===== src/rtl/pic_pkg.sv =====
// Shared types, constants and the fixed source table of the priority interrupt controller.
package pic_pkg;

    localparam int NUM_SOURCES = 28;
    localparam int SRC_W       = 5;
    localparam int LEVEL_W     = 4;
    localparam int CODE_W      = 11;
    localparam int WORD_W      = 16;
    localparam int MODE_W      = 3;
    localparam int CFG_IDX_W   = 2;

    typedef enum logic [MODE_W-1:0] {
        MODE_SET_PEND = 3'd0,
        MODE_CLR_PEND = 3'd1,
        MODE_ENABLE   = 3'd2,
        MODE_DISABLE  = 3'd3,
        MODE_EVAL     = 3'd4
    } t_mode;

    typedef enum logic [CFG_IDX_W-1:0] {
        CFG_WORD_A = 2'd0,
        CFG_WORD_B = 2'd1,
        CFG_WORD_C = 2'd2
    } t_cfg_idx;

    // Where a source takes its level from.
    typedef enum logic [1:0] {
        LVL_WORD_A = 2'd0,
        LVL_WORD_B = 2'd1,
        LVL_WORD_C = 2'd2,
        LVL_FIXED  = 2'd3
    } t_lvl_sel;

    typedef struct packed {
        t_lvl_sel            sel;
        logic [LEVEL_W-1:0]  arg;   // nibble number, or the fixed level
        logic [CODE_W-1:0]   code;
    } t_src_desc;

    typedef struct packed {
        logic [WORD_W-1:0] word_a;
        logic [WORD_W-1:0] word_b;
        logic [WORD_W-1:0] word_c;
    } t_prio_words;

    // Snapshot handed from the state stage to the arbiter.
    typedef struct packed {
        logic                   valid;
        logic [NUM_SOURCES-1:0] active;
        logic [LEVEL_W-1:0]     imask;
        logic                   block;
    } t_eval_req;

    localparam t_src_desc SRC_TAB [NUM_SOURCES] = '{
        '{LVL_FIXED,  4'd6, 11'h320}, '{LVL_FIXED,  4'd4, 11'h360},
        '{LVL_FIXED,  4'd2, 11'h3A0},
        '{LVL_WORD_C, 4'd0, 11'h600},
        '{LVL_WORD_C, 4'd3, 11'h620},
        '{LVL_WORD_C, 4'd2, 11'h640}, '{LVL_WORD_C, 4'd2, 11'h660},
        '{LVL_WORD_C, 4'd2, 11'h680}, '{LVL_WORD_C, 4'd2, 11'h6A0},
        '{LVL_WORD_C, 4'd2, 11'h6C0},
        '{LVL_WORD_A, 4'd3, 11'h400}, '{LVL_WORD_A, 4'd2, 11'h420},
        '{LVL_WORD_A, 4'd1, 11'h440}, '{LVL_WORD_A, 4'd1, 11'h460},
        '{LVL_WORD_A, 4'd0, 11'h480}, '{LVL_WORD_A, 4'd0, 11'h4A0},
        '{LVL_WORD_A, 4'd0, 11'h4C0},
        '{LVL_WORD_B, 4'd1, 11'h4E0}, '{LVL_WORD_B, 4'd1, 11'h500},
        '{LVL_WORD_B, 4'd1, 11'h520}, '{LVL_WORD_B, 4'd1, 11'h540},
        '{LVL_WORD_C, 4'd1, 11'h700}, '{LVL_WORD_C, 4'd1, 11'h720},
        '{LVL_WORD_C, 4'd1, 11'h740}, '{LVL_WORD_C, 4'd1, 11'h760},
        '{LVL_WORD_B, 4'd3, 11'h560},
        '{LVL_WORD_B, 4'd2, 11'h580}, '{LVL_WORD_B, 4'd2, 11'h5A0}
    };

endpackage


===== src/rtl/pic_state.sv =====
// Pending and enable bit registers and the input register that feeds the arbiter.
module pic_state
    import pic_pkg::*;
(
    input  logic               i_clk,
    input  logic               i_rst_n,
    input  logic               i_start,
    input  logic [MODE_W-1:0]  i_mode,
    input  logic [SRC_W-1:0]   i_source,
    input  logic [LEVEL_W-1:0] i_sr_imask,
    input  logic               i_sr_block,
    output t_eval_req          o_req
);

    logic [NUM_SOURCES-1:0] r_pending, n_pending;
    logic [NUM_SOURCES-1:0] r_enable,  n_enable;
    logic                   r_valid;
    logic [NUM_SOURCES-1:0] r_active;
    logic [LEVEL_W-1:0]     r_imask;
    logic                   r_block;
    logic [NUM_SOURCES-1:0] w_bit;
    logic                   w_in_range;

    assign w_in_range = (i_source < SRC_W'(NUM_SOURCES));
    assign w_bit      = NUM_SOURCES'(1) << i_source;

    // The bit update lands before evaluation, so the snapshot uses the new bits.
    always_comb begin
        n_pending = r_pending;
        n_enable  = r_enable;
        if (i_start && w_in_range) begin
            case (i_mode)
                MODE_SET_PEND: n_pending = r_pending | w_bit;
                MODE_CLR_PEND: n_pending = r_pending & ~w_bit;
                MODE_ENABLE:   n_enable  = r_enable | w_bit;
                MODE_DISABLE:  n_enable  = r_enable & ~w_bit;
                default: ;
            endcase
        end
    end

    always_ff @(posedge i_clk) begin
        if (!i_rst_n) begin
            r_pending <= '0;
            r_enable  <= '1;
            r_valid   <= 1'b0;
        end else begin
            r_pending <= n_pending;
            r_enable  <= n_enable;
            r_valid   <= i_start;
        end
    end

    always_ff @(posedge i_clk) begin
        if (i_start) begin
            r_active <= n_pending & n_enable;
            r_imask  <= i_sr_imask;
            r_block  <= i_sr_block;
        end
    end

    assign o_req = '{valid: r_valid, active: r_active, imask: r_imask, block: r_block};

endmodule


===== src/rtl/pic_arbiter.sv =====
// Level lookup, priority selection and the result register.
module pic_arbiter
    import pic_pkg::*;
(
    input  logic               i_clk,
    input  logic               i_rst_n,
    input  t_eval_req          i_req,
    input  t_prio_words        i_words,
    output logic               o_valid,
    output logic               o_take,
    output logic [CODE_W-1:0]  o_event_code,
    output logic [SRC_W-1:0]   o_winner,
    output logic [LEVEL_W-1:0] o_win_level
);

    logic [LEVEL_W-1:0]     w_level [NUM_SOURCES];
    logic [NUM_SOURCES-1:0] w_elig;
    logic [NUM_SOURCES-1:0] w_top;
    logic [LEVEL_W-1:0]     w_win_level;
    logic [SRC_W-1:0]       w_winner;
    logic [CODE_W-1:0]      w_code;
    logic                   w_take;

    logic                   r_valid;
    logic                   r_take;
    logic [CODE_W-1:0]      r_code;
    logic [SRC_W-1:0]       r_winner;
    logic [LEVEL_W-1:0]     r_level;

    // Each source's level and whether it can be taken at all.
    always_comb begin
        for (int i = 0; i < NUM_SOURCES; i++) begin
            case (SRC_TAB[i].sel)
                LVL_WORD_A: w_level[i] = i_words.word_a[SRC_TAB[i].arg[1:0]*LEVEL_W +: LEVEL_W];
                LVL_WORD_B: w_level[i] = i_words.word_b[SRC_TAB[i].arg[1:0]*LEVEL_W +: LEVEL_W];
                LVL_WORD_C: w_level[i] = i_words.word_c[SRC_TAB[i].arg[1:0]*LEVEL_W +: LEVEL_W];
                default:    w_level[i] = SRC_TAB[i].arg;
            endcase
            w_elig[i] = i_req.active[i] && !i_req.block && (w_level[i] > i_req.imask);
        end
    end

    // Highest level present among eligible sources.
    always_comb begin
        w_win_level = '0;
        for (int l = 1; l < (1 << LEVEL_W); l++) begin
            for (int i = 0; i < NUM_SOURCES; i++) begin
                if (w_elig[i] && (w_level[i] == LEVEL_W'(l))) begin
                    w_win_level = LEVEL_W'(l);
                end
            end
        end
    end

    // Among sources at that level the highest index wins.
    always_comb begin
        w_winner = '0;
        w_code   = '0;
        for (int i = 0; i < NUM_SOURCES; i++) begin
            w_top[i] = w_elig[i] && (w_level[i] == w_win_level);
        end
        for (int i = 0; i < NUM_SOURCES; i++) begin
            if (w_top[i]) begin
                w_winner = SRC_W'(i);
                w_code   = SRC_TAB[i].code;
            end
        end
        w_take = |w_elig;
    end

    always_ff @(posedge i_clk) begin
        if (!i_rst_n) begin
            r_valid <= 1'b0;
        end else begin
            r_valid <= i_req.valid;
        end
    end

    always_ff @(posedge i_clk) begin
        if (i_req.valid) begin
            r_take   <= w_take;
            r_code   <= w_code;
            r_winner <= w_winner;
            r_level  <= w_win_level;
        end
    end

    assign o_valid      = r_valid;
    assign o_take       = r_take;
    assign o_event_code = r_code;
    assign o_winner     = r_winner;
    assign o_win_level  = r_level;

endmodule


===== src/rtl/priority_interrupt_controller.sv =====
// Top level of the priority interrupt controller with its priority registers.
//
// Usage: a command is issued by raising i_start with i_mode, i_source, i_sr_imask
// and i_sr_block; it is accepted at any rising edge where i_start is high and
// o_busy is low. The controller never stalls, so o_busy is always low and one
// transaction can be accepted in every cycle.
// Each command first sets or clears one source's pending or enable bit (an
// out-of-range source or an unused mode only evaluates), then arbitrates over
// the 28 sources with the supplied mask and block bit.
// The command is captured in the state stage with the updated bit snapshot, and
// the arbiter result is registered in the cycle after. o_valid marks the single
// cycle in which the result ports hold the result; the receiver cannot hold
// results off, so none is ever delayed. Throughput is one command per cycle,
// since the priority compare is combinational. When no source wins, o_take is
// low and the other result fields are zero. The three priority words are written
// through the configuration channel, which is always ready; index 3 is ignored.
// The user must ensure writes are made while idle; the block does not enforce it.
// Reset (synchronous, active low) clears all pending bits, sets all enable bits,
// clears the priority words and drops any command still in flight.
module priority_interrupt_controller
    import pic_pkg::*;
(
    input  logic                 i_clk,
    input  logic                 i_rst_n,
    input  logic                 i_start,
    output logic                 o_busy,
    input  logic [MODE_W-1:0]    i_mode,
    input  logic [SRC_W-1:0]     i_source,
    input  logic [LEVEL_W-1:0]   i_sr_imask,
    input  logic                 i_sr_block,
    input  logic                 i_cfg_valid,
    output logic                 o_cfg_ready,
    input  logic [CFG_IDX_W-1:0] i_cfg_index,
    input  logic [WORD_W-1:0]    i_cfg_data,
    output logic                 o_valid,
    output logic                 o_take,
    output logic [CODE_W-1:0]    o_event_code,
    output logic [SRC_W-1:0]     o_winner,
    output logic [LEVEL_W-1:0]   o_win_level
);

    t_prio_words r_words;
    t_eval_req   w_req;
    logic        w_accept;

    assign o_busy      = 1'b0;
    assign o_cfg_ready = 1'b1;
    assign w_accept    = i_start && !o_busy;

    // Priority registers; a write to the unused index changes nothing.
    always_ff @(posedge i_clk) begin
        if (!i_rst_n) begin
            r_words <= '0;
        end else if (i_cfg_valid && o_cfg_ready) begin
            case (i_cfg_index)
                CFG_WORD_A: r_words.word_a <= i_cfg_data;
                CFG_WORD_B: r_words.word_b <= i_cfg_data;
                CFG_WORD_C: r_words.word_c <= i_cfg_data;
                default: ;
            endcase
        end
    end

    pic_state u_state (
        .i_clk      (i_clk),
        .i_rst_n    (i_rst_n),
        .i_start    (w_accept),
        .i_mode     (i_mode),
        .i_source   (i_source),
        .i_sr_imask (i_sr_imask),
        .i_sr_block (i_sr_block),
        .o_req      (w_req)
    );

    pic_arbiter u_arbiter (
        .i_clk        (i_clk),
        .i_rst_n      (i_rst_n),
        .i_req        (w_req),
        .i_words      (r_words),
        .o_valid      (o_valid),
        .o_take       (o_take),
        .o_event_code (o_event_code),
        .o_winner     (o_winner),
        .o_win_level  (o_win_level)
    );

endmodule


===== config.mk =====
export PLATFORM = sky130hd
export DESIGN_NAME = priority_interrupt_controller
export DESIGN_NICKNAME = d
export VERILOG_FILES = /design/src/rtl/pic_pkg.sv /design/src/rtl/pic_state.sv /design/src/rtl/pic_arbiter.sv /design/src/rtl/priority_interrupt_controller.sv
export SDC_FILE = /design/constraint.sdc
export NUM_CORES = 1
export LEC_CHECK = 0
export BUFFER_PORTS_ARGS = -buffer_cell sky130_fd_sc_hd__buf_2
export CORE_MARGIN = 2
export CORE_UTILIZATION = 50
export DETAILED_ROUTE_END_ITERATION = 10
export GPL_TIMING_DRIVEN = 0
export PLACE_DENSITY = 0.68
export SKIP_LAST_GASP = 1
export SYNTH_ARGS = -nofsm -noshare
export SYNTH_HDL_FRONTEND = slang
export SYNTH_HIERARCHICAL = 1
export SYNTH_SLANG_ARGS = --single-unit

===== constraint.sdc =====
create_clock -name i_clk -period 13.9 [get_ports i_clk]
set_input_delay 2.78 -clock i_clk [delete_from_list [all_inputs] [get_ports i_clk]]
set_output_delay 2.78 -clock i_clk [all_outputs]
set_load 0.05 [all_outputs]

==> run_results.csv <==
group,metric,value,unit
timing,period_needed,6250,ps
timing,hold_viol,0,
die,rows,57,
global_route,overflow,0,
timing,fin_crit_sh,45.0,%
synth,syn_area_per_cell,8.78,um2
global_route,grt_pass1_wl,70800,um
pwr,switchingPower,0.000389,W
critical_path,reg2regPathDepth,16,
place,numPortBuffers,49,
timing,tightest_slew,1120,ps
route,vias,12262,
worst_hold_path,hold_depth,2,
die,die_w,160,um
flow_run,cap_violations,0,
critical_path,path_class,"reg -> reg",
pwr,power_frac_seq,41.4,%
worst_hold_path,hp-class,"reg -> reg",
outcome,outcome,"complete, no violations",
clock_tree,path_clk_slew,80,ps
pwr,power,0.00118,W
route,dr.pass1.iters,7,
route,wl_per_cell,26.1,um
route,first_iter_violations,1619,
route,viasPerCell,6.82,
pwr,comb_power_share,18.7,%
die,io_pins,59,
cells_and_area,final_nets,1537,
cells_and_area,drive_above_1_share,16.9,%
place,hpwl,36000,um
clock_tree,ctsResizeCount,0,
critical_path,cp.required,14090,ps
die,core,0.0241,mm2
critical_path,startpoint_type,"register",
critical_path,worstSetupEndpointType,"register",
route,drc,0,
synth,netlist_instances,1386,
place,place_area,0.0128,mm2
worst_hold_path,min_to,"r_words[0]",
place,gp_congestion,1.03,
pwr,p_clk_share,39.8,%
clock_tree,cts_max_level,4,
route,wirelength,46800,um
timing,max_freq,0.160,GHz
cells_and_area,n_fill_cell,2299,
pwr,p_per_area,87.8,mW/mm2
pwr,intPower,0.000792,W
clock_tree,cts.root.buffer_cell,"clkbuf_16",
die,start_util,50.5,%
timing,timing.final.ws_setup,7650,ps
synth,ys_warn_count,6,
timing,finalMaxSlewViolations,0,
clock_tree,cts_tree,"yes",
cells_and_area,multi_input_area,0.00786,mm2
critical_path,reg2reg_to,"u_arbiter/o_event_code[10]",
clock_tree,worstSkewPairLatency,440,ps
route,drtAntennaViolNets,0,
timing,finalSetupViolCount,0,
critical_path,crit_arrival,6440,ps
timing,fin_tns_setup,0,ps
timing,grt_setup_unrepaired,"no",
pwr,vdd_drop_max,83.7,uV
pwr,power_leakage,5.05,nW
critical_path,path_max_fanout,11,
cells_and_area,fin_area,0.0134,mm2
die,die_h,160,um
worst_hold_path,hp-start,"r_words[0]",
die,dieArea,0.0256,mm2
timing,skew,17.4,ps
synth,netlist_area,0.0122,mm2
clock_tree,cts_buffer_depth,2,
critical_path,critPathLaunch,"u_state/r_imask[3]",
cells_and_area,fin_util,55.8,%
clock_tree,clock_sinks,151,
pwr,p_sw_share,32.9,%
critical_path,r2r_start,"u_state/r_imask[3]",
global_route,grt_max_degree,40,
clock_tree,ctsHoldBuffers,0,
clock_tree,cts_buffers,17,
place,place_ws,7870,ps
critical_path,rrSetupSlack,7650,ps
clock_tree,cts_setup_buffers,0,
global_route,grt_antenna_before_repair,1,
global_route,grt_util_all_layers,36.2,%
global_route,grt_pass1_vias,11505,
timing,slew-limit-headroom,23.2,%
cells_and_area,syn_to_final_growth,10.4,%
cells_and_area,seq_area,0.00351,mm2
==> layout by cell type, fill, tap and decap left out, types with 42 or more instances in the layout <==
cell type and instances:
edfxtp_1 49, nand2_1 198, ha_1 44, nor2_1 72, nor2b_1 42, mux2i_1 98
nand3_1 60, dfxtp_1 102, buf_2 82, nand4_1 66
==> registers in the layout (all words and copies together) (netlist names), 4 cells and up <==
register	count
r_words	44
u_arbiter/o_event_code	6
u_state/r_active	28
u_state/r_enable	28
u_arbiter/o_winner	5
u_arbiter/o_win_level	4
u_state/r_pending	28
u_state/r_imask	4
==> worst max-delay path by stage <==
stage                                       endpoint  slack [ps]  cells after the start
after detailed placement  u_arbiter/o_event_code[10]        7870                     17
after global placement    u_arbiter/o_event_code[10]        7800                     17
after global routing      u_arbiter/o_event_code[10]        7480                     16
after floorplan                u_arbiter/o_winner[3]        9410                     17
after CTS                 u_arbiter/o_event_code[10]        7840                     16
final                     u_arbiter/o_event_code[10]        7650                     16
==> through the flow <==
stage | cells | hold WS, ps
6_report | 1797 | 462
5_1_grt | 1795 | 507
4_1_cts | 1795 | 465
3_5_place_dp | 1763 | 455
3_3_place_gp | 1763 | 446
2_1_floorplan | 1390 | 437
==> critical path, stage by stage (launching register included) <==
cell and delay [ps]:
edfxtp_1 440, inv_1 520, ha_1 400, a21oi_2 390, a21oi_2 160, a311oi_1 580, o2111ai_1 280, or3_1 380
a211oi_2 220, a21oi_1 130, o21ai_4 360, buf_6 240, inv_2 90, o221ai_1 750, nand2_1 270, or4b_4 540
or2_1 230
==> per-layer routing <==
layer / part of all wire [%] / global-route usage, % / wire length, um
met1: 43 / 51.2 / 20000
met2: 42 / 54.3 / 19900
met3: 11 / 8.49 / 5330
met4: 3.5 / 12.0 / 1620
met5: 0.028 / 0 / 13
==> power groups by stage <==
stage / combinational (W) / clock (W) / sequential (W)
after floorplan: 0.000144 / 0 / 0.000501
after global placement: 0.000212 / 0 / 0.000498
after global routing: 0.000236 / 0.000492 / 0.000490
after detailed placement: 0.000214 / 0 / 0.000498
after CTS: 0.000215 / 0.000475 / 0.000488
final: 0.000221 / 0.000470 / 0.000489
==> layout make-up <==
| class | count | share of cell area (%) |
|---|---|---|
| antenna | 2 | 0.0372 |
| timing repair buffer | 49 | 1.82 |
| tap | 324 | 3.02 |
| clock inverter | 14 | 1.07 |
| clock buffer | 18 | 3.35 |
| buffer | 106 | 5.07 |
| multi-input combinational | 1097 | 58.4 |
| inverter | 36 | 1.04 |
| sequential | 151 | 26.1 |
No activity file was read; power rests on OpenSTA's default activity.
